<file path="src/rtl/p2c_pkg.sv">
// Shared types and constants of the polar_to_cartesian CORDIC pipeline.
// Used by every design module of the block (not by p2c_checker); depends on nothing.
package p2c_pkg;

    localparam int ROTATION_STAGES = 16;
    localparam int TABLE_LEN       = 24;
    localparam int STAGE_COUNT     = (ROTATION_STAGES > TABLE_LEN) ? TABLE_LEN : ROTATION_STAGES;
    localparam int SHIFT_W         = $clog2(TABLE_LEN);

    localparam int VEC_W   = 35;
    localparam int ANGLE_W = 32;
    localparam int COORD_W = 17;

    localparam logic signed [16:0] HALF_TURN    = 17'sd23040;
    localparam logic signed [16:0] FULL_TURN    = 17'sd46080;
    localparam logic signed [16:0] QUARTER_TURN = 17'sd11520;
    localparam logic [29:0]        GAIN_Q30     = 30'd652032874;
    localparam logic signed [20:0] OUT_LIMIT    = 21'sd65535;

    // atan(2^-i) in degrees, scaled by 2^23
    localparam logic signed [ANGLE_W-1:0] ATAN_TABLE [TABLE_LEN] = '{
        32'sd377487360, 32'sd222843801, 32'sd117744544, 32'sd59768969,
        32'sd30000467,  32'sd15014858,  32'sd7509261,   32'sd3754860,
        32'sd1877459,   32'sd938733,    32'sd469367,    32'sd234683,
        32'sd117342,    32'sd58671,     32'sd29335,     32'sd14668,
        32'sd7334,      32'sd3667,      32'sd1833,      32'sd917,
        32'sd458,       32'sd229,       32'sd115,       32'sd57
    };

    typedef struct packed {
        logic signed [VEC_W-1:0]   x;
        logic signed [VEC_W-1:0]   y;
        logic signed [ANGLE_W-1:0] z;
        logic                      negate;
    } vec_t;

endpackage

</file>
<file path="src/rtl/p2c_finish.sv">
// Output stage: rounds the vector, undoes the fold, saturates, holds the result.
// Depends on p2c_pkg.
module p2c_finish (
    input  logic                                 clk,
    input  logic                                 rst_n,
    input  logic                                 in_valid,
    output logic                                 in_ready,
    input  p2c_pkg::vec_t                        in_data,
    output logic                                 out_valid,
    input  logic                                 out_ready,
    output logic signed [p2c_pkg::COORD_W-1:0]   x_coord,
    output logic signed [p2c_pkg::COORD_W-1:0]   y_coord
);

    logic                                valid_reg;
    logic signed [p2c_pkg::COORD_W-1:0]  x_reg;
    logic signed [p2c_pkg::COORD_W-1:0]  y_reg;
    logic signed [p2c_pkg::COORD_W-1:0]  x_next;
    logic signed [p2c_pkg::COORD_W-1:0]  y_next;
    logic                                advance;

    function automatic logic signed [p2c_pkg::COORD_W-1:0] round_sat(
        input logic signed [p2c_pkg::VEC_W-1:0] v,
        input logic                             negate
    );
        logic signed [p2c_pkg::VEC_W:0] rnd;
        logic signed [20:0]             r;
        logic signed [20:0]             rn;
        logic signed [p2c_pkg::COORD_W-1:0] res;
        // round half up, then drop the 16 fraction bits
        rnd = {v[p2c_pkg::VEC_W-1], v} + 36'sd32768;
        r   = {rnd[p2c_pkg::VEC_W], rnd[p2c_pkg::VEC_W:16]};
        rn  = negate ? -r : r;
        priority if (rn > p2c_pkg::OUT_LIMIT)
        begin
            res = p2c_pkg::OUT_LIMIT[p2c_pkg::COORD_W-1:0];
        end
        else if (rn < -p2c_pkg::OUT_LIMIT)
        begin
            res = -(p2c_pkg::OUT_LIMIT[p2c_pkg::COORD_W-1:0]);
        end
        else
        begin
            res = rn[p2c_pkg::COORD_W-1:0];
        end
        return res;
    endfunction

    assign x_next    = round_sat(in_data.x, in_data.negate);
    assign y_next    = round_sat(in_data.y, in_data.negate);
    assign advance   = !valid_reg || out_ready;
    assign in_ready  = advance;
    assign out_valid = valid_reg;
    assign x_coord   = x_reg;
    assign y_coord   = y_reg;

    always_ff @(posedge clk or negedge rst_n)
    begin
        if (!rst_n)
        begin
            valid_reg <= 1'b0;
        end
        else if (advance)
        begin
            valid_reg <= in_valid;
        end
    end

    always_ff @(posedge clk)
    begin
        if (advance && in_valid)
        begin
            x_reg <= x_next;
            y_reg <= y_next;
        end
    end

endmodule

</file>
<file path="config.mk">
export PLATFORM = sky130hd
export DESIGN_NAME = p2c_finish
export DESIGN_NICKNAME = d
export VERILOG_FILES = /design/src/rtl/p2c_pkg.sv /design/src/rtl/p2c_finish.sv
export SDC_FILE = /design/constraint.sdc
export NUM_CORES = 1
export LEC_CHECK = 0
export ABC_AREA = 1
export CAP_MARGIN = 25
export CORE_MARGIN = 2
export CORE_UTILIZATION = 59
export CTS_CLUSTER_SIZE = 14
export DETAILED_ROUTE_END_ITERATION = 12
export DONT_BUFFER_PORTS = 1
export PLACE_DENSITY = 0.75
export SYNTH_ARGS = -nofsm -noshare
export SYNTH_HDL_FRONTEND = slang
export SYNTH_SLANG_ARGS = --single-unit
</file>
<file path="constraint.sdc">
create_clock -name clk -period 2.44 [get_ports clk]
set_input_delay 0.122 -clock clk [delete_from_list [all_inputs] [get_ports clk]]
set_output_delay 0.122 -clock clk [all_outputs]
set_load 0.01 [all_outputs]
</file>
==> flow_summary.json <==
{
  "status": "complete, no violations",
  "met2_usage_pct": 33.4,
  "r2r_end": "x_coord[1]",
  "final-hold-violation-count": 0,
  "placed_area_um2": 4140,
  "tightest_slew_ns": 0.456,
  "grtUsageTotal_pct": 22.8,
  "synth_cell_type_count": 36,
  "synth_edf_count": 34,
  "regToRegStartpoint": "out_valid",
  "die_x_um": 85.4,
  "r2r_slack_ns": 1.11,
  "drc": 0,
  "grt.busiest_layer": "met1",
  "finalCritPeriodShare_pct": 88.4,
  "firstDrtPassIters": 5,
  "synth-async-reset-ratio_pct": 2.86,
  "grt_overflow": 0,
  "yosysTopAreaCell": "nand2_1",
  "dr.first_iter.drc_count": 186,
  "via_per_inst": 5.01,
  "cts_sinks": 35,
  "path_class": "in -> reg",
  "synth_ff_type": "edfxtp_1",
  "comb_power_share_pct": 29.7,
  "syn_to_final_growth_pct": 10.5,
  "r2r_cells": 2,
  "power.density_nw_per_um2": 390,
  "grt_max_degree": 49,
  "numPortBuffers": 0,
  "ios": 143,
  "maxCapViolations": 0,
  "path_depth": 21,
  "yosysSeqAreaShare_pct": 26.8,
  "yosysWarnings": 0,
  "die_y_um": 85.4,
  "use_met1_pct": 35.5,
  "hp-class": "in -> reg",
  "crit_top_cell": "nand2_1",
  "num_vias": 3804,
  "worstPathArrival_ns": 2.19,
  "p_clk_share_pct": 24.8,
  "min_period_ns": 2.16,
  "nNetsFinal": 792,
  "worstPathMaxFanout": 16,
  "grt_pass1_wl_mm": 14.0,
  "drive_above_1_share_pct": 14.5,
  "syn_inst": 656,
  "antenna_found_initial": 0,
  "place.detailed.hpwl_mm": 6.81,
  "grt_setup_unrepaired": "no",
  "cts_tree": "built",
  "hold_ws_ns": 0.000103,
  "synth-seq-cells": 35,
  "critPathRequiredTime_ns": 2.47,
  "crit_chain": "ha_2 -> nand2_2 -> inv_2 -> nand3_4 -> nor2_4 -> nand2_1 -> nand2_2 -> nand3_2 -> buf_4 -> inv_1 -> nand2_1 -> nand2_1 -> nand2_1 -> nand2_1 -> nand3_1 -> nor2_1 -> nand3_1 -> nand2_1 -> nand2_4 -> nand2_1 -> nand2_1",
  "cp_top_family": "simple AND/OR/NAND/NOR gates",
  "grtUsageMet3_pct": 3.11,
  "critical_path_buf_inv_count": 3,
  "internal_power_mw": 1.15,
  "p_switching_uw": 537,
  "slowest_delay_ns": 0.19,
  "ant_nets": 0,
  "p_sw_share_pct": 31.9,
  "drt-total-wl_mm": 8.18,
  "cts.path.max_buffers": 2,
  "crit_slowest_cell": "ha_2",
  "cp-startpoint": "in_data[48]",
  "die_area_um2": 7290,
  "core-area_um2": 6390,
  "final.setup.tns_ns": 0,
  "setup_viol": 0,
  "power_mw": 1.68,
  "final_cell_area_um2": 4320,
  "synth_top_area_share_pct": 26.3,
  "skew_ns": 0.00697,
  "synth_area_leaders": "nand2_1 (26%), edfxtp_1 (26%), inv_1 (8.4%), nand3_1 (6.7%), nor2_1 (6.3%)",
  "maxSlewHeadroom_pct": 69.5,
  "endpoint": "y_coord[11]",
  "syn_nets": 767,
  "gp_congestion": 0.867,
  "ctsRootBufferMaster": "clkbuf_8",
  "drv_slew": 0,
  "synth_area_per_cell_um2": 5.96,
  "htree_levels": 2,
  "antenna_cells": 0,
  "cp-start-kind": "primary input",
  "ir_drop_v": 0.000554,
  "rows": 29,
  "p_leak_nw": 2.18,
  "grt_pass1_vias": 3210,
  "path_clk_slew_ns": 0.06,
  "crit_path_end_kind": "flip-flop",
  "wire_per_inst_um": 10.8,
  "cts_made_buffers": 5,
  "seq_power_share_pct": 45.6,
  "clock.fmax_mhz": 464,
  "synth_area_um2": 3910,
  "start_util_pct": 61.2,
  "hold_depth": 2,
  "clk_latency_ns": 0.28
}
[sequential cells by signal, summed over array words and instances, names as in the netlist]
register and cells:
y_coord 17, x_coord 17, out_valid 1
[worst reg2reg max path, cell delays in order (launching register included)]
cell and delay, ns:
dfrtp_1 0.45, a21oi_4 0.16, buf_4 0.37
[cells by family (layout without fill, tap and decap cells)]
logic type / after synthesis / count (layout) / share of synthesized area (%)
simple gates: 464 / 464 / 52.8
xor+xnor: 18 / 18 / 4.23
buf+inv: 111 / 137 / 11.3
fa+ha+maj: 4 / 4 / 1.28
compound gates: 24 / 24 / 3.71
flops: 35 / 35 / 26.8
[how the worst min path moves through the flow]
stage,start,to,slack (ns)
after floorplan,rst_n,out_valid,-0.17
after global placement,rst_n,out_valid,-0.17
after detailed placement,rst_n,out_valid,-0.17
after CTS,in_valid,out_valid,0.002
after global routing,in_valid,out_valid,0.02
final,in_valid,out_valid,0.0001
[layer usage]
metal | routed length, µm | vias to the layer above
met3 | 440 | 7
li1 | - | 2100
met5 | 0 | -
met2 | 3390 | 111
met1 | 4260 | 1586
met4 | 85 | 0
[per-stage QoR]
step | utilization, % | std cells | worst slack, ns
after floorplan | - | 656 | 0.179
after global placement | 64.8 | 745 | -0.0130
after detailed placement | 64.8 | 745 | -0.0518
after CTS | 66.4 | 754 | 0.246
after global routing | 67.6 | 759 | 0.00582
final | 67.6 | 759 | 0.283
[cells in the mapped netlist, types with 7 or more instances]
| library cell | n |
|---|---|
| o21ai_1 | 7 |
| inv_2 | 13 |
| nor2_2 | 13 |
| nand3_1 | 52 |
| nor2_1 | 66 |
| xor2_1 | 12 |
| o21ai_0 | 7 |
| inv_1 | 87 |
| nand2_1 | 274 |
| nor3_1 | 8 |
| nand4_1 | 15 |
| nand3b_1 | 8 |
| edfxtp_1 | 34 |
| nand2_2 | 9 |
[cells in the final DEF, fill, tap and decap left out, drive strengths merged]
cell type,synthesis,routed
a21oi,1,1
buf,7,28
clkbuf,4,7
clkinv,0,1
dfrtp,1,1
dlygate4sd3,0,1
edfxtp,34,34
ha,4,4
inv,100,100
nand2,284,284
nand3,59,59
nand3b,8,8
nand4,15,15
nor2,84,84
nor3,11,11
nor4,1,1
o211ai,1,1
o21ai,16,16
o21bai,5,5
o31ai,1,1
or2,2,2
xnor2,6,6
xor2,12,12
[power groups by stage]
stage / registers [mW] / logic (mW) / clock network, mW
floorplan: 0.777 / 0.386 / 0
global placement: 0.781 / 0.463 / 0
CTS: 0.768 / 0.477 / 0.426
detailed placement: 0.782 / 0.474 / 0
global route: 0.772 / 0.576 / 0.444
finish: 0.768 / 0.499 / 0.417
[repair_timing]
action,4_1_cts,5_1_grt
setup endpoints to repair,0,31
gates resized for setup,0,12
hold endpoints to repair,1,0
buffers inserted,0,5
hold buffers,1,0
[area by class of cell]
| cell class | instances | area (µm²) |
|---|---|---|
| timing repair buffer | 29 | 233 |
| tap | 77 | 96.3 |
| fill | 580 | 2070 |
| clock inverter | 1 | 5.00 |
| multi-input combinational | 510 | 2480 |
| sequential | 35 | 1050 |
| inverter | 100 | 375 |
| clock buffer | 7 | 86.3 |
(Power assumes the default switching activity.)
