`src/rtl/p2c_pkg.sv`:
```
// Shared types and constants of the polar_to_cartesian CORDIC pipeline.
// Used by every design module of the block (not by p2c_checker); depends on nothing.
package p2c_pkg;

    localparam int ROTATION_STAGES = 16;
    localparam int TABLE_LEN       = 24;
    localparam int STAGE_COUNT     = (ROTATION_STAGES > TABLE_LEN) ? TABLE_LEN : ROTATION_STAGES;
    localparam int SHIFT_W         = $clog2(TABLE_LEN);

    localparam int VEC_W   = 35;
    localparam int ANGLE_W = 32;
    localparam int COORD_W = 17;

    localparam logic signed [16:0] HALF_TURN    = 17'sd23040;
    localparam logic signed [16:0] FULL_TURN    = 17'sd46080;
    localparam logic signed [16:0] QUARTER_TURN = 17'sd11520;
    localparam logic [29:0]        GAIN_Q30     = 30'd652032874;
    localparam logic signed [20:0] OUT_LIMIT    = 21'sd65535;

    // atan(2^-i) in degrees, scaled by 2^23
    localparam logic signed [ANGLE_W-1:0] ATAN_TABLE [TABLE_LEN] = '{
        32'sd377487360, 32'sd222843801, 32'sd117744544, 32'sd59768969,
        32'sd30000467,  32'sd15014858,  32'sd7509261,   32'sd3754860,
        32'sd1877459,   32'sd938733,    32'sd469367,    32'sd234683,
        32'sd117342,    32'sd58671,     32'sd29335,     32'sd14668,
        32'sd7334,      32'sd3667,      32'sd1833,      32'sd917,
        32'sd458,       32'sd229,       32'sd115,       32'sd57
    };

    typedef struct packed {
        logic signed [VEC_W-1:0]   x;
        logic signed [VEC_W-1:0]   y;
        logic signed [ANGLE_W-1:0] z;
        logic                      negate;
    } vec_t;

endpackage

```
`src/rtl/p2c_cell.sv`:
```
// One CORDIC rotation cell: a micro-rotation by the given shift and arctangent.
// Depends on p2c_pkg.
module p2c_cell (
    input  logic                                 clk,
    input  logic                                 rst_n,
    input  logic [p2c_pkg::SHIFT_W-1:0]          shift_amt,
    input  logic signed [p2c_pkg::ANGLE_W-1:0]   atan_val,
    input  logic                                 in_valid,
    output logic                                 in_ready,
    input  p2c_pkg::vec_t                        in_data,
    output logic                                 out_valid,
    input  logic                                 out_ready,
    output p2c_pkg::vec_t                        out_data
);

    logic                              valid_reg;
    p2c_pkg::vec_t                     data_reg;
    p2c_pkg::vec_t                     data_next;
    logic signed [p2c_pkg::VEC_W-1:0]  dx;
    logic signed [p2c_pkg::VEC_W-1:0]  dy;
    logic                              advance;

    always_comb
    begin
        dx        = in_data.y >>> shift_amt;
        dy        = in_data.x >>> shift_amt;
        data_next = in_data;
        // rotate toward zero residual angle
        if (!in_data.z[p2c_pkg::ANGLE_W-1])
        begin
            data_next.x = in_data.x - dx;
            data_next.y = in_data.y + dy;
            data_next.z = in_data.z - atan_val;
        end
        else
        begin
            data_next.x = in_data.x + dx;
            data_next.y = in_data.y - dy;
            data_next.z = in_data.z + atan_val;
        end
    end

    assign advance   = !valid_reg || out_ready;
    assign in_ready  = advance;
    assign out_valid = valid_reg;
    assign out_data  = data_reg;

    always_ff @(posedge clk or negedge rst_n)
    begin
        if (!rst_n)
        begin
            valid_reg <= 1'b0;
        end
        else if (advance)
        begin
            valid_reg <= in_valid;
        end
    end

    always_ff @(posedge clk)
    begin
        if (advance && in_valid)
        begin
            data_reg <= data_next;
        end
    end

endmodule

```
`config.mk`:
```
export PLATFORM = sky130hd
export DESIGN_NAME = p2c_cell
export DESIGN_NICKNAME = d
export VERILOG_FILES = /design/src/rtl/p2c_pkg.sv /design/src/rtl/p2c_cell.sv
export SDC_FILE = /design/constraint.sdc
export NUM_CORES = 1
export LEC_CHECK = 0
export BUFFER_PORTS_ARGS = -buffer_cell sky130_fd_sc_hd__buf_2
export CAP_MARGIN = 5
export CORE_ASPECT_RATIO = 1.4
export CORE_MARGIN = 2
export CORE_UTILIZATION = 59
export CTS_CLUSTER_DIAMETER = 30
export CTS_CLUSTER_SIZE = 8
export DETAILED_ROUTE_END_ITERATION = 8
export PLACE_DENSITY = 0.93
export SLEW_MARGIN = 20
export SYNTH_ARGS = -nofsm -noshare
export SYNTH_HDL_FRONTEND = slang
export SYNTH_SLANG_ARGS = --single-unit
```
`constraint.sdc`:
```
create_clock -name clk -period 3.6 [get_ports clk]
set_input_delay 0.36 -clock clk [delete_from_list [all_inputs] [get_ports clk]]
set_output_delay 0.36 -clock clk [all_outputs]
set_load 0.03 [all_outputs]
```
==> key figures, run 1 <==
Logic synthesis
  – Adder-cell share of the synthesized area: 8.91%
  – Synth area leaders: edfxtp_1 20%, mux4_2 13%, ha_1 8.5%
  – Synth Warn #: 0
  – Post-synthesis mux area share: 20.6%
  – Sequential area share after synthesis: 20.6%
  – Post-Syn Area per Cell: 9.44 um^2
  – Synthesized Nets: 1854
  – Synth area leader: edfxtp_1
  – Unique masters post-synth: 92
  – Largest family of logic cells by synthesized area: multiplexers
  – Synth Area in Simple Gates: 14.5%
  – Mapped Area: 15100 um^2
  – Main synth FF type: edfxtp_1
  – Synth Area in XOR/XNOR: 10.7%
  – Register bit total from synthesis: 104
  – Mapped Cells: 1604
  – Number of enable flip-flop cells after synthesis: 103
  – Complex-gate fraction of the synthesized area: 20.5%
  – Post-synthesis async set-or-reset flop share: 0.962%
  – Synth top area share: 20.4%

Placed design
  – Placed Cells: 2674
  – Port-buffer cells: 248
  – Setup WS pre-CTS: -2.48 ns
  – Gpl congestion: 1.25
  – DP HPWL: 54900 um

Status
  – Exit stage: global routing (5_1_grt)
  – Run Error: [ERROR GRT-0116] Global routing finished with congestion. Check the congestion regions in the DRC Viewer.
  – Outcome: did not finish

Floorplanning
  – Die Wd: 139 um
  – Die H: 194 um
  – Initial Util: 59.8%
  – FP Rows: 69
  – I/O pin cnt: 249

Global routing
  – Largest net degree at the start of global routing: 54
  – Grt total ovfl: 397
  – All-Layer GR Usage: 82.2%
  – First-pass GRT wire length: 172000 um
  – Number of global-route vias before repair: 25200

Clock tree
  – H-tree depth: 3
  – Clock Path Buffers: 2
  – Root Buffer: clkbuf_16
  – TritonCTS buffer count: 9
  – CTS Sinks: 104
[synth_stat cells, drive strengths merged, types with 11 or more instances]
cell type / count
a31oi: 31
and3: 15
o21bai: 16
buf: 47
nor4: 11
mux2: 24
a211oi: 20
and2: 19
nand3: 23
nor3: 24
mux4: 101
xor2: 78
o21a: 21
a21oi: 151
nand2b: 24
mux2i: 52
inv: 39
o211ai: 16
xnor2: 107
edfxtp: 103
ha: 103
nor2b: 22
nand2: 117
o22ai: 12
nor2: 126
clkbuf: 36
o21ai: 67
a21o: 54
[layer usage]
layer | overflow | global-route usage, %
met2 | 222 | 96.3
met4 | 146 | 84.8
met5 | 3 | 41.7
met1 | 14 | 79.4
met3 | 12 | 71.2
[stage by stage]
stage	hold WS (ns)	area, um^2	utilization, %
floorplan	0.0644	15500	-
global placement	0.134	21100	83.4
detailed placement	0.136	21100	83.4
CTS	0.163	22700	89.6
[logic make-up after synthesis]
logic type	after synthesis
fa+ha+maj	106
xor+xnor	185
simple gates	435
mux	177
buf+inv	122
compound gates	475
flops	104
[what timing repair did]
item,CTS
endpoints found under the hold margin,1
hold buffers,1
pin swaps,91
buffers inserted,72
gates resized for setup,158
setup endpoints to repair,68
gates cloned,3
==> run 2: changes to the inputs <==
CORE_ASPECT_RATIO = default   (was 1.4)
CORE_UTILIZATION = 40   (was 59)
CTS_CLUSTER_DIAMETER = default   (was 30)
CTS_CLUSTER_SIZE = default   (was 8)
PLACE_DENSITY = default   (was 0.93)
PLACE_DENSITY_LB_ADDON = 0.15   (was default)
==> run 2 against run 1 <==
  * Synthesized cell count unchanged
  * The flow now finishes, with violations (negative setup slack)
  * Area after synthesis unchanged
==> key figures, run 2 <==
Status
  – Outcome: finished with violations
  – Failing checks: negative setup slack

Floorplanning
  – FP Rows: 71
  – Initial Util: 40.4%
  – Core ar.: 37500 um^2
  – I/O pin cnt: 249
  – Die area: 39400 um^2
  – Die H: 199 um
  – Die Wd: 199 um

Run
  – Max_cap viols: 0

Critical path
  – Startpoint types: primary input
  – Worst Reg-to-Reg Cells: 3
  – R2R Setup Slk: 1.78 ns
  – FF-to-FF Start: out_valid$_DFFE_PN0N_
  – Crit-path max FO: 7
  – CP arrival: 5.38 ns
  – Crit-path most repeated cell: a221o_1
  – Cell Chain, Critical Path: buf_16, mux4_2, mux2_4, a221o_1, or4_4, nand4b_1, or2_4, nor2_4, nor2_2, xnor2_1, ha_1, a21o_1, a221o_1, a221o_1, a221o_1, a21oi_4, o31ai_4, buf_4, buf_6, a21oi_2, xnor2_1
  – Critical Path Sink Type: register
  – CP top delay family: compound AO/OA/AOI/OAI gates
  – WS Path Type: in -> reg
  – WP data required: 3.75 ns
  – Largest stage delay, worst path: 0.60 ns
  – Worst R2R End: out_data[61]$_DFFE_PP_
  – CP max stage cell: or4_4
  – Worst path bufs/invs: 3

Clock tree
  – Clock-pin slew on the worst setup and hold paths: 0.08 ns
  – CTS tree: yes
  – TritonCTS buffer count: 9
  – H-tree depth: 3
  – CTS Sinks: 104
  – Clock Path Buffers: 2
  – Skew-Pair Late Insertion Delay: 0.40 ns
  – Root Buffer: clkbuf_16

Drt
  – Total Wirelength: 64600 um
  – Vias per cell: 5.63
  – Via count: 16894
  – Routed WL per cell: 21.5 um
  – DR pass1 iterations: 5
  – Remaining antenna violation count: 0
  – Detailed Route Iter0 Violations: 934
  – DRC Markers: 0

Placed design
  – DP Area: 21700 um^2
  – Placed Cells: 2910
  – Setup WS pre-CTS: -2.43 ns
  – DP HPWL: 51000 um
  – Gpl congestion: 0.996
  – Port-buffer cells: 248

Cells and area
  – Final cell count without fillers: 3000
  – Most common cell after layout, fill and taps aside: buf_4
  – Layout cells sized above 1: 52.5%
  – Antenna Cells: 0
  – Finished Cell Area: 23800 um^2
  – Max reg flops: 103
  – Commonest non-fill, non-tap cells in the layout: 641 x buf_4, 243 x buf_2, 110 x nand2_1, 103 x nor2_1, 103 x edfxtp_1
  – Area growth syn-to-layout: 57.0%
  – Fin nets: 2734

Logic synthesis
  – Unique masters post-synth: 92
  – Sequential area share after synthesis: 20.6%
  – Number of enable flip-flop cells after synthesis: 103
  – Synth cell count leaders: 150 x a21oi_1, 125 x nor2_1, 117 x nand2_1, 107 x xnor2_1
  – Synthesized Nets: 1854
  – Synth top area share: 20.4%
  – Register bit total from synthesis: 104
  – Synth Area in Simple Gates: 14.5%
  – Top-count cell post-synth: a21oi_1
  – Synth area leader: edfxtp_1
  – Synth area leaders: edfxtp_1 20%, mux4_2 13%, ha_1 8.5%
  – Mapped Cells: 1604
  – Synth Warn #: 0
  – Adder-cell share of the synthesized area: 8.91%
  – Largest family of logic cells by synthesized area: multiplexers
  – Post-synthesis mux area share: 20.6%
  – Post-Syn Area per Cell: 9.44 um^2
  – Post-synthesis async set-or-reset flop share: 0.962%
  – Mapped Area: 15100 um^2
  – Complex-gate fraction of the synthesized area: 20.5%
  – Main synth FF type: edfxtp_1
  – Synth Area in XOR/XNOR: 10.7%

STA
  – Final min period: 5.23 ns
  – Slew headroom: 50.3%
  – RSZ-0062 raised after global routing: yes
  – Fin. Hold Viols: 0
  – Worst-Margin Slew: 0.739 ns
  – Sum Neg Setup Slack: -63.92 ns
  – Final worst slack: -1.63 ns
  – Final setup violation count: 63
  – Setup Skew: 0.0158 ns
  – Period utilisation layout: 145%
  – Fmax: 191 MHz
  – Final Max Tran Viols: 0

Hold path
  – Hold Path End: out_data[0]$_DFFE_PP_
  – Hold depth: 1
  – HP Start: in_data[0]
  – Hold Path Class: in -> reg

Power
  – Pleak: 10.7 nW
  – PD cells: 367 nW/um^2
  – Final Power: 8.73 mW
  – Max VDD drop: 0.000276 V

Global routing
  – First-pass GRT wire length: 95500 um
  – Grt total ovfl: 0
  – Number of global-route vias before repair: 16887
  – Largest net degree at the start of global routing: 66
  – All-Layer GR Usage: 32.0%
  – Antenna violations before repair: 0
## run 2: cell counts after synthesis
No cell type changed its count.
## run 2: layer usage
metal	track usage (%)	wire (um)
met1	39.9	26500
met2	55.2	31600
met3	3.44	3480
met4	15.7	3010
met5	0	0
## run 2: worst max path at each step
stage / startpoint / slack, ns / endpoint / cells after the start
3_5_place_dp: shift_amt[0] / -2.43 / out_data[66]$_DFFE_PP_ / 22
5_1_grt: shift_amt[1] / -1.82 / out_data[67]$_DFFE_PP_ / 28
2_1_floorplan: shift_amt[1] / -1.85 / out_data[101]$_DFFE_PP_ / 20
6_report: shift_amt[1] / -1.63 / out_data[97]$_DFFE_PP_ / 21
3_3_place_gp: shift_amt[0] / -2.36 / out_data[66]$_DFFE_PP_ / 24
4_1_cts: shift_amt[1] / -1.59 / out_data[99]$_DFFE_PP_ / 20
## run 2: area by class of cell
type	instances	area [um^2]
multi-input combinational	1378	12600
fill	3211	13700
clock inverter	5	62.6
sequential	104	3120
timing repair buffer	952	6970
tap	511	639
clock buffer	11	243
inverter	39	149
## run 2: per-stage QoR
stage,hold slack [ns],utilization (%)
2_1_floorplan,0.0644,-
3_3_place_gp,0.136,58.0
3_5_place_dp,0.138,58.0
4_1_cts,0.136,61.2
5_1_grt,0.148,63.4
6_report,0.150,63.4
## run 2: worst reg2reg max path, stage by stage (launching register included)
cell and delay (ns):
dfrtp_1 0.37, nand2b_1 0.12, and2_4 0.51, buf_12 0.39
## run 2: kinds of logic (layout without fill, tap and decap cells)
group	after synthesis	count (layout)
AOI/OAI and AO/OA	475	475
and+or+nand+nor	435	435
xor gates and xnor gates	185	185
muxes	177	177
buffers and inverters	122	1007
adders and majority gates	106	106
DFF	104	104
## run 2: where the power goes
part | total (mW) | internal [mW] | switching [mW] | leakage [nW]
sequential | 1.76 | 1.70 | 0.0551 | 0.991
clock | 1.11 | 0.567 | 0.543 | 0.148
combinational | 5.86 | 2.84 | 3.02 | 9.57
total | 8.73 | 5.11 | 3.62 | 10.7
## run 2: timing repair
item,in CTS,in global routing
gates resized for setup,144,130
hold endpoints to repair,1,0
hold buffers,1,0
pin swaps,72,104
setup buffers,48,45
cloned,1,0
setup endpoints to repair,66,67
Note: power is estimated with default switching activity, not from simulation.
==> run 3: changes to the inputs <==
PLACE_DENSITY = 0.61   (was default)
PLACE_DENSITY_LB_ADDON = default   (was 0.15)
REMOVE_ABC_BUFFERS = 1   (was default)
==> run 3 against run 2 <==
  * The flow still finishes with violations (negative setup slack)
  * Non-clock buffer count is 45 higher
  * Wire length increased by 2.5%
  * Sequential power about the same
  * Final cell count is 1.6% higher
  * Clock power down 5%
  * Maximum frequency decreased by 1.8%
  * Via count increased by 3.5%
  * Critical path type unchanged
  * Critical endpoint is now out_data[66]$_DFFE_PP_
  * Largest cell class unchanged
==> key figures, run 3 (same netlist as run 2, synthesis figures left out) <==
Power
  – Pleak: 11.0 nW
  – PD cells: 364 nW/um^2
  – Max VDD drop: 0.000267 V

STA
  – Fmax: 188 MHz
  – Final Max Tran Viols: 0
  – RSZ-0062 raised after global routing: yes
  – Setup Skew: 0.00583 ns
  – Worst-Margin Slew: 0.748 ns
  – Slew headroom: 49.9%
  – Sum Neg Setup Slack: -69.11 ns
  – Period utilisation layout: 148%
  – Final min period: 5.32 ns
  – Final setup violation count: 58
  – Final worst slack: -1.72 ns
  – Fin. Hold Viols: 0
  – Worst hold slack: 0.143 ns

Floorplanning
  – Die Wd: 199 um
  – FP Rows: 71
  – I/O pin cnt: 249
  – Die area: 39400 um^2
  – Die H: 199 um
  – Core ar.: 37500 um^2
  – Initial Util: 40.4%

Clock tree
  – Skew-Pair Late Insertion Delay: 0.39 ns
  – Clock Path Buffers: 2
  – H-tree depth: 3
  – TritonCTS buffer count: 9
  – CTS Sinks: 104
  – Root Buffer: clkbuf_16
  – Clock-pin slew on the worst setup and hold paths: 0.08 ns
  – CTS tree: yes

Placed design
  – Port-buffer cells: 248
  – DP HPWL: 52000 um
  – Gpl congestion: 1.00
  – DP Area: 21700 um^2

Drt
  – Vias per cell: 5.74
  – DRC Markers: 0
  – Total Wirelength: 66200 um
  – Via count: 17490
  – Remaining antenna violation count: 0
  – Detailed Route Iter0 Violations: 1221
  – DR pass1 iterations: 5
  – Routed WL per cell: 21.7 um

Critical path
  – R2R Setup Slk: 2.04 ns
  – Crit-path max FO: 7
  – CP arrival: 5.56 ns
  – Startpoint types: primary input
  – Critical Path Sink Type: register
  – WS Path Type: in -> reg
  – WP data required: 3.84 ns

Run
  – Max_cap viols: 0

Global routing
  – All-Layer GR Usage: 32.8%
  – Grt total ovfl: 0
  – Largest net degree at the start of global routing: 104
  – Antenna violations before repair: 0
  – First-pass GRT wire length: 98200 um
  – Number of global-route vias before repair: 17506

Cells and area
  – Most common cell after layout, fill and taps aside: buf_4
  – Commonest non-fill, non-tap cells in the layout: 673 x buf_4, 239 x buf_2, 110 x nand2_1, 103 x nor2_1, 103 x edfxtp_1
  – Finished Cell Area: 24300 um^2
  – Area growth syn-to-layout: 60.5%
  – Max reg flops: 103
  – Fin nets: 2779
  – Layout cells sized above 1: 54.3%
  – Final Core Density: 64.8%

Status
  – Failing checks: negative setup slack
  – Outcome: finished with violations

Hold path
  – Hold Path Class: in -> reg
[run 3: critical path, stage by stage]
cell      delay [ns]
buf_16          0.11
buf_12          0.15
mux4_2          0.52
mux4_2          0.53
mux2_4          0.34
inv_4           0.07
ha_4            0.13
inv_2           0.04
a221oi_2        0.21
nand4_1         0.17
buf_6           0.17
nor4b_4         0.21
buf_4           0.19
nor2_4          0.04
xnor2_2         0.16
ha_4            0.30
nand3_4         0.09
nor2_4          0.19
and2_4          0.17
a22o_1          0.17
nor2_4          0.06
a31oi_4         0.21
a41o_1          0.25
nor4_2          0.07
or4_1           0.52
o211ai_1        0.10
[run 3: power by group]
group / switching [mW] / leakage [nW] / internal, mW
clock: 0.514 / 0.147 / 0.543
sequential: 0.0584 / 0.991 / 1.70
combinational: 3.08 / 9.84 / 2.94
total: 3.65 / 11.0 / 5.19
[run 3: layout make-up]
| cell class | count | area [um^2] |
|---|---|---|
| flip-flops and latches | 104 | 3120 |
| well taps | 511 | 639 |
| multi-input cells | 1378 | 12700 |
| repair buffers | 997 | 7420 |
| fillers | 3083 | 13200 |
| diodes | 3 | 7.51 |
| clock buffers | 10 | 229 |
| inverters | 39 | 151 |
| clock inverters | 6 | 66.3 |
[run 3: stage by stage]
| stage | worst slack [ns] | cells | total power, mW |
|---|---|---|---|
| after CTS | -1.71 | 3021 | 8.43 |
| after floorplan | -1.99 | 1521 | 4.50 |
| final | -1.72 | 3048 | 8.84 |
| after global placement | -2.46 | 2961 | 6.82 |
| after global routing | -1.81 | 3045 | 9.33 |
| after detailed placement | -2.70 | 2961 | 6.88 |
[run 3: per-layer routing]
| layer | vias to the layer above | share of wire [%] | track usage (%) |
|---|---|---|---|
| li1 | 8052 | - | - |
| met1 | 8538 | 40 | 40.5 |
| met2 | 750 | 48 | 55.9 |
| met3 | 150 | 8.2 | 6.75 |
| met4 | 0 | 4.3 | 13.4 |
| met5 | - | 0 | 0 |
[run 3: repair_timing]
item | in CTS | in global routing
pin swaps | 125 | 146
endpoints found under the hold margin | 1 | 0
setup endpoints to repair | 66 | 69
hold buffers | 1 | 0
cloned | 2 | 1
resized for setup | 226 | 187
setup buffers | 48 | 45
[run 3: worst paths after layout]
check | startpoint | end | cells after the start
max in group asynchronous | rst_n | out_valid$_DFFE_PN0N_ | 2
worst max-delay path | shift_amt[1] | out_data[66]$_DFFE_PP_ | 26
worst min register to register | out_valid$_DFFE_PN0N_ | out_valid$_DFFE_PN0N_ | 2
worst min-delay path | in_data[0] | out_data[0]$_DFFE_PP_ | 1
min in group asynchronous | rst_n | out_valid$_DFFE_PN0N_ | 2
worst max register to register | out_valid$_DFFE_PN0N_ | out_data[52]$_DFFE_PP_ | 3
