$ cat config.mk
export PLATFORM = sky130hd
export DESIGN_NAME = p2c_prep
export DESIGN_NICKNAME = d
export VERILOG_FILES = /design/src/rtl/p2c_pkg.sv /design/src/rtl/p2c_prep.sv
export SDC_FILE = /design/constraint.sdc
export NUM_CORES = 1
export LEC_CHECK = 0
export BUFFER_PORTS_ARGS = -buffer_cell sky130_fd_sc_hd__buf_2
export CORE_MARGIN = 2
export CORE_UTILIZATION = 65
export CTS_CLUSTER_DIAMETER = 80
export DETAILED_ROUTE_END_ITERATION = 16
export GPL_ROUTABILITY_DRIVEN = 0
export PLACE_DENSITY_LB_ADDON = 0.25
export SLEW_MARGIN = 20
export SYNTH_ARGS = -nofsm -noshare
export SYNTH_HDL_FRONTEND = slang
export SYNTH_SLANG_ARGS = --single-unit
$ cat constraint.sdc
create_clock -name clk -period 3.7 [get_ports clk]
set_input_delay 0.74 -clock clk [delete_from_list [all_inputs] [get_ports clk]]
set_output_delay 0.74 -clock clk [all_outputs]
set_load 0.03 [all_outputs]
$ cat src/rtl/p2c_pkg.sv
// Shared types and constants of the polar_to_cartesian CORDIC pipeline.
// Used by every design module of the block (not by p2c_checker); depends on nothing.
package p2c_pkg;

    localparam int ROTATION_STAGES = 16;
    localparam int TABLE_LEN       = 24;
    localparam int STAGE_COUNT     = (ROTATION_STAGES > TABLE_LEN) ? TABLE_LEN : ROTATION_STAGES;
    localparam int SHIFT_W         = $clog2(TABLE_LEN);

    localparam int VEC_W   = 35;
    localparam int ANGLE_W = 32;
    localparam int COORD_W = 17;

    localparam logic signed [16:0] HALF_TURN    = 17'sd23040;
    localparam logic signed [16:0] FULL_TURN    = 17'sd46080;
    localparam logic signed [16:0] QUARTER_TURN = 17'sd11520;
    localparam logic [29:0]        GAIN_Q30     = 30'd652032874;
    localparam logic signed [20:0] OUT_LIMIT    = 21'sd65535;

    // atan(2^-i) in degrees, scaled by 2^23
    localparam logic signed [ANGLE_W-1:0] ATAN_TABLE [TABLE_LEN] = '{
        32'sd377487360, 32'sd222843801, 32'sd117744544, 32'sd59768969,
        32'sd30000467,  32'sd15014858,  32'sd7509261,   32'sd3754860,
        32'sd1877459,   32'sd938733,    32'sd469367,    32'sd234683,
        32'sd117342,    32'sd58671,     32'sd29335,     32'sd14668,
        32'sd7334,      32'sd3667,      32'sd1833,      32'sd917,
        32'sd458,       32'sd229,       32'sd115,       32'sd57
    };

    typedef struct packed {
        logic signed [VEC_W-1:0]   x;
        logic signed [VEC_W-1:0]   y;
        logic signed [ANGLE_W-1:0] z;
        logic                      negate;
    } vec_t;

endpackage

$ cat src/rtl/p2c_prep.sv
// Entry stage: wraps and folds the bearing, scales the range by the CORDIC gain.
// Depends on p2c_pkg.
module p2c_prep (
    input  logic                 clk,
    input  logic                 rst_n,
    input  logic                 in_valid,
    output logic                 in_ready,
    input  logic signed [15:0]   bearing,
    input  logic [15:0]          range_value,
    output logic                 out_valid,
    input  logic                 out_ready,
    output p2c_pkg::vec_t        out_data
);

    logic               valid_reg;
    p2c_pkg::vec_t      data_reg;
    p2c_pkg::vec_t      data_next;
    logic               advance;
    logic signed [16:0] a_ext;
    logic signed [16:0] a_wrap;
    logic signed [16:0] a_fold;
    logic               fold;
    logic [45:0]        prod;

    always_comb
    begin
        a_ext = {bearing[15], bearing};
        priority if (a_ext > p2c_pkg::HALF_TURN)
        begin
            a_wrap = a_ext - p2c_pkg::FULL_TURN;
        end
        else if (a_ext < -p2c_pkg::HALF_TURN)
        begin
            a_wrap = a_ext + p2c_pkg::FULL_TURN;
        end
        else
        begin
            a_wrap = a_ext;
        end
        fold = 1'b1;
        priority if (a_wrap > p2c_pkg::QUARTER_TURN)
        begin
            a_fold = a_wrap - p2c_pkg::HALF_TURN;
        end
        else if (a_wrap < -p2c_pkg::QUARTER_TURN)
        begin
            a_fold = a_wrap + p2c_pkg::HALF_TURN;
        end
        else
        begin
            a_fold = a_wrap;
            fold   = 1'b0;
        end
        prod             = 46'(range_value) * 46'(p2c_pkg::GAIN_Q30);
        data_next.x      = signed'({3'b000, prod[45:14]});
        data_next.y      = '0;
        data_next.z      = signed'({a_fold[15:0], 16'h0000});
        data_next.negate = fold;
    end

    assign advance   = !valid_reg || out_ready;
    assign in_ready  = advance;
    assign out_valid = valid_reg;
    assign out_data  = data_reg;

    always_ff @(posedge clk or negedge rst_n)
    begin
        if (!rst_n)
        begin
            valid_reg <= 1'b0;
        end
        else if (advance)
        begin
            valid_reg <= in_valid;
        end
    end

    always_ff @(posedge clk)
    begin
        if (advance && in_valid)
        begin
            data_reg <= data_next;
        end
    end

endmodule

==> impl_metrics.tcl, run 1 <==
set metrics [dict create \
    avgRoutedWirePerCell_um 23.02 \
    clk_latency_ns 0.31 \
    grt_pass1_wl_um 48320 \
    fmax_ghz 0.1583 \
    htreeDepth 2 \
    num_vias 8831 \
    fin_skew_ns 0.01045 \
    slew_viol_final 0 \
    multiInputGateArea_um2 8026 \
    antenna_found_initial 0 \
    overflow 0 \
    violations "negative setup slack" \
    synth-seq-area-share 0.1463 \
    via_per_inst 5.868 \
    drt-total-wl_um 34640 \
    cpPeakStageDelay_ns 0.67 \
    reg2reg_depth 3 \
    hp-class "in2async" \
    diodes 0 \
    grt_use_total 0.3888 \
    synth_area_um2 10230 \
    die_w_um 129.5 \
    drtIter0Drc 954 \
    start_util 0.6681 \
    ant_nets 0 \
    crit_required_ns 3.89 \
    remaining_drc_errors 0 \
    final_hold_viol_count 0 \
    drive_gt1_frac 0.3423 \
    crit_fanout 5 \
    worst_slack_ns -2.616 \
    worstMarginPinSlew_ns 0.7576 \
    numCtsBuffers 5 \
    async_reset_ff_frac 0.02000 \
    maxCapViolCount 0 \
    cp_common_cell "fa_1" \
    period_needed_ns 6.316 \
    fin_util 0.8652 \
    cp_slowest_cell "fa_1" \
    start_kind "primary input" \
    area_growth_pct 29.51 \
    post-route-period-util 1.707 \
    synth-main-ff-cell "edfxtp_1" \
    netlist_instances 985 \
    die_height_um 129.5 \
    cp_data_arrival_time_ns 6.50 \
    ys_types 61 \
    clk_pin_slew_ns 0.07 \
    pre_cts_ws_ns -2.804 \
    hold_buffers 0 \
    syn_avg_cell_area_um2 10.39 \
    regArea_um2 1496 \
    finalSetupViolations 32 \
    outcome "finished, violations left" \
    fill_cells 750 \
    layout.cells.non_filler 1505 \
    cts_tree "built" \
    io_pins 141 \
    critPathCaptureType "flip-flop" \
    grt_pass1_vias 9317 \
    setup.worst_path.class "in2reg" \
    totalNegativeSetupSlack_ns -70.43 \
    clkSinkCount 50 \
    port_buffers 86 \
    dp_cells 1478 \
    timing.slew.headroom 0.4949 \
    rsz0062_at_grt "true" \
    dieArea_um2 16760 \
    synth_edf_count 49 \
    core_area_um2 15310 \
    path_cells "buf_2 > inv_1 > ha_1 > xnor2_1 > buf_4 > ha_4 > fa_1 > fa_1 > fa_1 > inv_1 > fa_1 > inv_1 > ha_1 > a21oi_2 > nor2_1 > a211oi_2 > nand2_2 > o2111ai_4 > a31oi_4 > a41o_1 > or4_1 > nand3_1" \
    ys_seq_elements 50 \
    ys_warn_count 0 \
    clockBufferDepth 2 \
    num_rows 45 \
    nNetsFinal 1671 \
    dp_hpwl_um 23930 \
    grt_max_degree 35 \
    cts_root_buf "clkbuf_16" \
    drtPass1Iterations 6 \
]
[layout by cell type (no fill, tap or decap), types with 4 or more instances in the layout]
| master | count |
|---|---|
| a211oi_2 | 4 |
| clkbuf_16 | 5 |
| or2_2 | 4 |
| o21ai_0 | 7 |
| ha_4 | 20 |
| ha_1 | 146 |
| edfxtp_1 | 49 |
| xor2_1 | 11 |
| buf_2 | 75 |
| buf_4 | 205 |
| o21ai_2 | 5 |
| nand4_1 | 7 |
| inv_1 | 262 |
| conb_1 | 54 |
| a21oi_1 | 22 |
| nor2_2 | 5 |
| o22ai_1 | 4 |
| nand2_2 | 4 |
| xnor2_1 | 24 |
| inv_2 | 25 |
| nor2_1 | 14 |
| o21a_1 | 4 |
| nand2_1 | 11 |
| a31oi_1 | 5 |
| buf_6 | 21 |
| a21oi_2 | 11 |
| nor3_1 | 4 |
| nand2b_1 | 7 |
| fa_2 | 9 |
| fa_1 | 164 |
| a21o_1 | 19 |
[metal layers]
layer | up-vias | track usage | part of all wire
met4 | 0 | 0.2676 | 0.10
li1 | 3605 | - | -
met5 | - | 0 | 0
met3 | 277 | 0.07721 | 0.10
met1 | 4221 | 0.4484 | 0.34
met2 | 728 | 0.6557 | 0.46
[final timing paths]
| kind | from | to | slack (ns) |
|---|---|---|---|
| max in group asynchronous | rst_n | out_valid | 3.43 |
| max | range_value[14] | out_data[99] | -2.62 |
| max reg2reg | out_valid | out_data[99] | 1.89 |
| min in group clk | out_valid | out_valid | 0.56 |
| min reg2reg | out_valid | out_valid | 0.56 |
| min | rst_n | out_valid | 0.18 |
[cells in the mapped netlist, types with 2 or more instances]
master     number  area, um^2
nand3b_1        2       15.01
nor2_1         22       82.58
nand2_1        15       56.30
and3_1          3       18.77
inv_1         289        1085
nand3_1         6       30.03
o211ai_1        2       15.01
o22ai_1         4       25.02
and2_1          2       12.51
a21oi_2         2       17.52
nand2b_1        8       50.05
xnor2_1        25       219.0
buf_4          54       405.4
ha_1          169        2115
a21o_1         19       142.6
nand4_1         7       43.79
edfxtp_1       49        1471
mux2i_1         2       20.02
xor2_1         14       122.6
nor2b_1         4       25.02
and4_1          2       17.52
o2111ai_1       2       17.52
o21bai_1        3       22.52
a21oi_1        34       170.2
a221oi_1        2       17.52
a211oi_1        5       37.54
a21boi_0        3       22.52
or2_2           4       25.02
o21ai_0        14       70.07
a211o_1         2       17.52
nor3_1          5       25.02
fa_1          173        3463
a31oi_1         6       37.54
buf_6           2       22.52
o21a_1          4       30.03
[worst max-delay path, delay by kind of cell]
family	cells	cell delay (ns)
xor+xnor	1	0.14
fa+ha+maj	7	3.19
buf+inv	5	0.48
compound gates	5	1.23
simple gates	4	0.73
[final cells by class]
type / instances / area share
flip-flops and latches: 50 / 0.1129
multi-input cells: 642 / 0.6058
clock buffers: 5 / 0.009443
repair buffers: 305 / 0.1663
inverters: 289 / 0.08234
clock inverters: 3 / 0.003305
well taps: 211 / 0.01992
[timing repair]
item / 4_1_cts / 5_1_grt
gates resized for setup: 92 / 45
pin swaps: 56 / 44
setup endpoints to repair: 32 / 32
buffers inserted: 20 / 7
[stage by stage]
stage	instance area (um^2)	hold slack [ns]
after floorplan	10660	0.4444
after global placement	12420	0.4946
after detailed placement	12420	0.5175
after CTS	13070	0.1872
after global routing	13250	0.1875
final	13250	0.1825
[logic make-up after synthesis]
family / count (synthesis) / share of synthesized area
simple gates: 87 / 0.04500
mux: 2 / 0.001957
buf+inv: 346 / 0.1483
xor+xnor: 40 / 0.03498
flops: 50 / 0.1463
compound gates: 117 / 0.07790
other cells: 1 / 0.0003665
fa+ha+maj: 342 / 0.5452
[state kept, by name (all words and copies together) (netlist names)]
| register | flops |
|---|---|
| out_valid | 1 |
| out_data | 49 |
Power of run 1 is left out: the tool's default activity adds up to more than one toggle a clock period on the data nets, which glitch-free logic cannot reach.
==> run 2, diff against run 1 <==
--- a/config.mk
+++ b/config.mk
@@ -12,7 +12,6 @@
 export DETAILED_ROUTE_END_ITERATION = 16
 export GPL_ROUTABILITY_DRIVEN = 0
 export PLACE_DENSITY_LB_ADDON = 0.25
-export SLEW_MARGIN = 20
 export SYNTH_ARGS = -nofsm -noshare
 export SYNTH_HDL_FRONTEND = slang
 export SYNTH_SLANG_ARGS = --single-unit
==> constraint.sdc (replaced) <==
create_clock -name clk -period 7.4 [get_ports clk]
set_input_delay 1.48 -clock clk [delete_from_list [all_inputs] [get_ports clk]]
set_output_delay 1.48 -clock clk [all_outputs]
set_load 0.03 [all_outputs]
==> run 2 against run 1 <==
The flow now finishes without violations. Die area unchanged. Final cell count down 10%. Register-to-register slack better by 3.7 ns. Non-clock buffer count down 150. Critical path depth unchanged. Cell area down 14%. First-iteration DRC count down 42%. Via count down 19%. Hold slack better by 0.37 ns. Sequential share of layout area up 1.8 points. Flip-flop and latch count unchanged. Critical path type unchanged. Largest cell class unchanged. Highest routed layer unchanged.
==> impl_metrics.tcl, run 2 (same netlist as run 1, synthesis figures left out) <==
set metrics [dict create \
    final_hold_viol_count 0 \
    start_util 0.6681 \
    num_rows 45 \
    layout_common_cells "inv_1 (289), fa_1 (172), ha_1 (169)" \
    multiInputGateArea_um2 7431 \
    setup.worst_path.class "in2reg" \
    hp-class "reg2reg" \
    cts_root_buf "clkbuf_16" \
    diodes 0 \
    regArea_um2 1496 \
    start_kind "primary input" \
    met2WireLength_um 10650 \
    num_vias 7155 \
    finalSetupViolations 0 \
    drtPass1Iterations 5 \
    crit_path_start "range_value[7]" \
    crit_required_ns 7.57 \
    cts_tree "built" \
    largest_reg_flops 49 \
    dp_hpwl_um 20460 \
    clk_latency_ns 0.30 \
    drtIter0Drc 551 \
    antenna_found_initial 0 \
    drive_gt1_frac 0.1608 \
    grt_max_degree 50 \
    cp_data_arrival_time_ns 7.31 \
    die_w_um 129.5 \
    rsz0062_at_grt "false" \
    reg2reg_depth 2 \
    worstMarginPinSlew_ns 1.119 \
    port_buffers 86 \
    drt-total-wl_um 23370 \
    top_layer "met4" \
    holdWs_ns 0.5483 \
    remaining_drc_errors 0 \
    period_needed_ns 7.146 \
    grt_pass1_vias 7412 \
    fin_skew_ns 0.008668 \
    dieArea_um2 16760 \
    fill_cells 1121 \
    slew_viol_final 0 \
    grt_use_total 0.2933 \
    overflow 0 \
    hold_buffers 0 \
    crit_fanout 6 \
    core_area_um2 15310 \
    numCtsBuffers 5 \
    area_growth_pct 11.36 \
    critPathCaptureType "flip-flop" \
    layout_commonest_cell "inv_1" \
    hp-start "out_valid" \
    io_pins 141 \
    clk_pin_slew_ns 0.07 \
    timing.slew.headroom 0.2538 \
    post-route-period-util 0.9656 \
    avgRoutedWirePerCell_um 17.24 \
    hold_depth 2 \
    outcome "finished clean" \
    maxCapViolCount 0 \
    htreeDepth 2 \
    die_height_um 129.5 \
    ant_nets 0 \
    clockBufferDepth 2 \
    grt_pass1_wl_um 37290 \
    wl_met1_um 10050 \
    wl_met3_um 1869 \
    nNetsFinal 1521 \
    clkSinkCount 50 \
    fmax_ghz 0.1399 \
    r2r-start "out_valid" \
    via_per_inst 5.280 \
]
-- run 2: cell types whose count changed in the layout (fill, tap and decap cells not counted), moves of 5 or more --
cell     before  now
inv_2        25    0
fa_2          9    1
a21oi_2      11    2
ha_4         20    0
a21oi_1      22   34
buf_2        75   86
ha_1        146  169
inv_1       262  289
buf_6        21    0
o21ai_0       7   13
nor2_1       14   22
nor2_2        5    0
fa_1        164  172
buf_4       205   69
-- run 2: metrics by stage --
step	cells	setup WS [ns]	utilization	setup TNS (ns)	cell area, um^2
2_1_floorplan	1038	0.4759	-	0	10430
3_3_place_gp	1347	0.01512	0.7320	0	11210
3_5_place_dp	1347	-0.1897	0.7320	-0.5880	11210
4_1_cts	1355	0.1209	0.7431	0	11380
5_1_grt	1355	0.01543	0.7440	0	11390
6_report	1355	0.2544	0.7440	0	11390
-- run 2: worst paths after layout --
kind                                 to  slack [ns]
setup / recovery           out_data[99]        0.25
hold / removal                out_valid        0.55
hold reg to reg               out_valid        0.55
setup reg to reg           out_data[94]        5.58
max in group asynchronous     out_valid        6.38
min in group asynchronous     out_valid        0.94
-- run 2: worst max-delay path: stages --
cell and delay, ns:
buf_2 0.11, buf_4 0.18, ha_1 0.33, inv_1 0.11
fa_2 0.51, fa_1 0.51, inv_1 0.06, fa_1 0.51
fa_1 0.54, fa_1 0.52, ha_1 0.37, a211oi_2 0.25
nor2_1 0.10, a311oi_2 0.25, buf_4 0.15, nand2_1 0.06
o2111ai_1 0.19, buf_4 0.16, a31oi_2 0.12, a41o_1 0.29
or4_1 0.40, nand3_1 0.09
-- run 2: timing repair --
action,in CTS,in global routing
resized for setup,0,4
setup buffers,0,0
setup endpoints to repair,0,2
-- run 2: cell type report --
cell class,count,area share
Clock buffer,5,0.01098
Clock inverter,3,0.003844
Inverter,289,0.09521
Multi-Input combinational cell,642,0.6522
Sequential cell,50,0.1313
Tap cell,211,0.02317
Timing Repair Buffer,155,0.08324
-- run 2: routing by layer --
layer,GRT usage,vias up
li1,-,3313
met1,0.4057,3479
met2,0.4687,306
met3,0.06193,57
met4,0.09551,0
met5,0,-
Power of run 2 is left out for the same reason.
==> run 3, diff against run 2 <==
--- a/config.mk
+++ b/config.mk
@@ -12,6 +12,7 @@
 export DETAILED_ROUTE_END_ITERATION = 16
 export GPL_ROUTABILITY_DRIVEN = 0
 export PLACE_DENSITY_LB_ADDON = 0.25
+export SETUP_SLACK_MARGIN = 0.3
 export SYNTH_ARGS = -nofsm -noshare
 export SYNTH_HDL_FRONTEND = slang
 export SYNTH_SLANG_ARGS = --single-unit
==> run 3 against run 2 <==
Maximum frequency grew 2.9%. Via count grew 0.59%. Cell area grew 1.5%. Flip-flop and latch count is the same. Critical endpoint unchanged.
==> impl_metrics.tcl, run 3 (same netlist as run 1, synthesis figures left out) <==
set metrics [dict create \
    nNetsFinal 1525 \
    die_w_um 129.5 \
    fmax_ghz 0.1440 \
    outcome "finished clean" \
    ant_nets 0 \
    r2r_slack_ns 5.59 \
    dieArea_um2 16760 \
    drt-total-wl_um 23730 \
    maxCapViolCount 0 \
    dp_hpwl_um 20460 \
    area_growth_pct 12.99 \
    clk_latency_ns 0.30 \
    finalSetupViolations 0 \
    cp_data_arrival_time_ns 7.11 \
    pre_cts_ws_ns -0.1897 \
    hold_buffers 0 \
    core_area_um2 15310 \
    avgRoutedWirePerCell_um 17.46 \
    grt_max_degree 50 \
    via_per_inst 5.296 \
    totalNegativeSetupSlack_ns 0 \
    num_rows 45 \
    post-route-period-util 0.9385 \
    layout_common_cells "inv_1 (283), fa_1 (168), ha_1 (160)" \
    clockBufferDepth 2 \
    critPathCaptureType "flip-flop" \
    grt_use_total 0.2939 \
    timing.slew.headroom 0.2611 \
    holdWs_ns 0.5485 \
    antenna_found_initial 0 \
    crit_required_ns 7.57 \
    clk_pin_slew_ns 0.07 \
    numCtsBuffers 5 \
    worstMarginPinSlew_ns 1.108 \
    rsz0062_at_grt "false" \
    start_util 0.6681 \
    hold_depth 2 \
    cts_root_buf "clkbuf_16" \
    hp-class "reg2reg" \
    port_buffers 86 \
    layout.cells.non_filler 1359 \
    start_kind "primary input" \
    dp_cells 1347 \
    overflow 0 \
    fin_skew_ns 0.008641 \
    hold_end "out_valid" \
    grt_pass1_vias 7400 \
    grt_pass1_wl_um 37290 \
    slew_viol_final 0 \
    crit_fanout 3 \
    cts_tree "built" \
    diodes 0 \
    largest_reg_flops 49 \
    layout_commonest_cell "inv_1" \
    final_hold_viol_count 0 \
    drtPass1Iterations 6 \
    drtIter0Drc 568 \
    htreeDepth 2 \
    io_pins 141 \
    period_needed_ns 6.945 \
    die_height_um 129.5 \
    r2r-start "out_valid" \
    setup.worst_path.class "in2reg" \
    drive_gt1_frac 0.1864 \
    num_vias 7197 \
    worst_slack_ns 0.4551 \
    hp-start "out_valid" \
    r2r_end "out_data[94]" \
    remaining_drc_errors 0 \
    reg2reg_depth 2 \
    fill_cells 1089 \
    clkSinkCount 50 \
]
==> run 3: cell count changes in the layout (fill, tap and decap cells not counted), sizes merged <==
cell and delta:
clkbuf +1, buf +3
==> run 3: metal layers <==
metal | vias up | GRT usage | wire length (um)
met5 | - | 0 | 0
met3 | 58 | 0.06524 | 2012
met4 | 0 | 0.1037 | 854
met2 | 331 | 0.4675 | 10960
met1 | 3494 | 0.4028 | 9904
li1 | 3314 | - | -
==> run 3: worst max path at each step <==
stage | from | to | slack (ns) | cells after the start
floorplan | range_value[4] | out_data[99] | 0.48 | 19
global placement | range_value[7] | out_data[99] | 0.02 | 23
detailed placement | range_value[7] | out_data[99] | -0.19 | 22
CTS | range_value[9] | out_data[99] | 0.30 | 23
global route | range_value[1] | out_data[94] | 0.28 | 22
finish | range_value[7] | out_data[99] | 0.46 | 22
==> run 3: worst max-delay path: stages <==
cell,delay [ns]
buf_2,0.12
fa_1,0.59
inv_1,0.07
fa_1,0.45
fa_1,0.57
inv_2,0.05
fa_1,0.48
fa_1,0.54
inv_1,0.05
fa_1,0.52
inv_1,0.06
ha_4,0.24
and3_1,0.16
a311oi_2,0.28
buf_4,0.16
nand2_1,0.07
o2111ai_2,0.17
buf_4,0.16
a31oi_4,0.10
a41o_1,0.29
or4_4,0.41
nand3_1,0.08
==> run 3: layout make-up <==
cell class | instances | area (um^2) | area share
multi-input cells | 642 | 7565 | 0.6544
inverters | 289 | 1085 | 0.09384
clock buffers | 5 | 125.1 | 0.01082
clock inverters | 3 | 43.79 | 0.003788
repair buffers | 159 | 980.9 | 0.08486
well taps | 211 | 264.0 | 0.02284
flip-flops and latches | 50 | 1496 | 0.1295
==> run 3: metrics by stage <==
step | util | area (um^2)
3_3_place_gp | 0.7320 | 11210
4_1_cts | 0.7440 | 11390
3_5_place_dp | 0.7320 | 11210
6_report | 0.7548 | 11560
5_1_grt | 0.7548 | 11560
2_1_floorplan | - | 10430
==> run 3: timing repair <==
| action | 4_1_cts | 5_1_grt |
|---|---|---|
| endpoints found under the setup margin | 7 | 14 |
| setup buffers | 1 | 3 |
| pin swaps | 7 | 19 |
| resized for setup | 3 | 30 |
Power of run 3 is left out for the same reason.
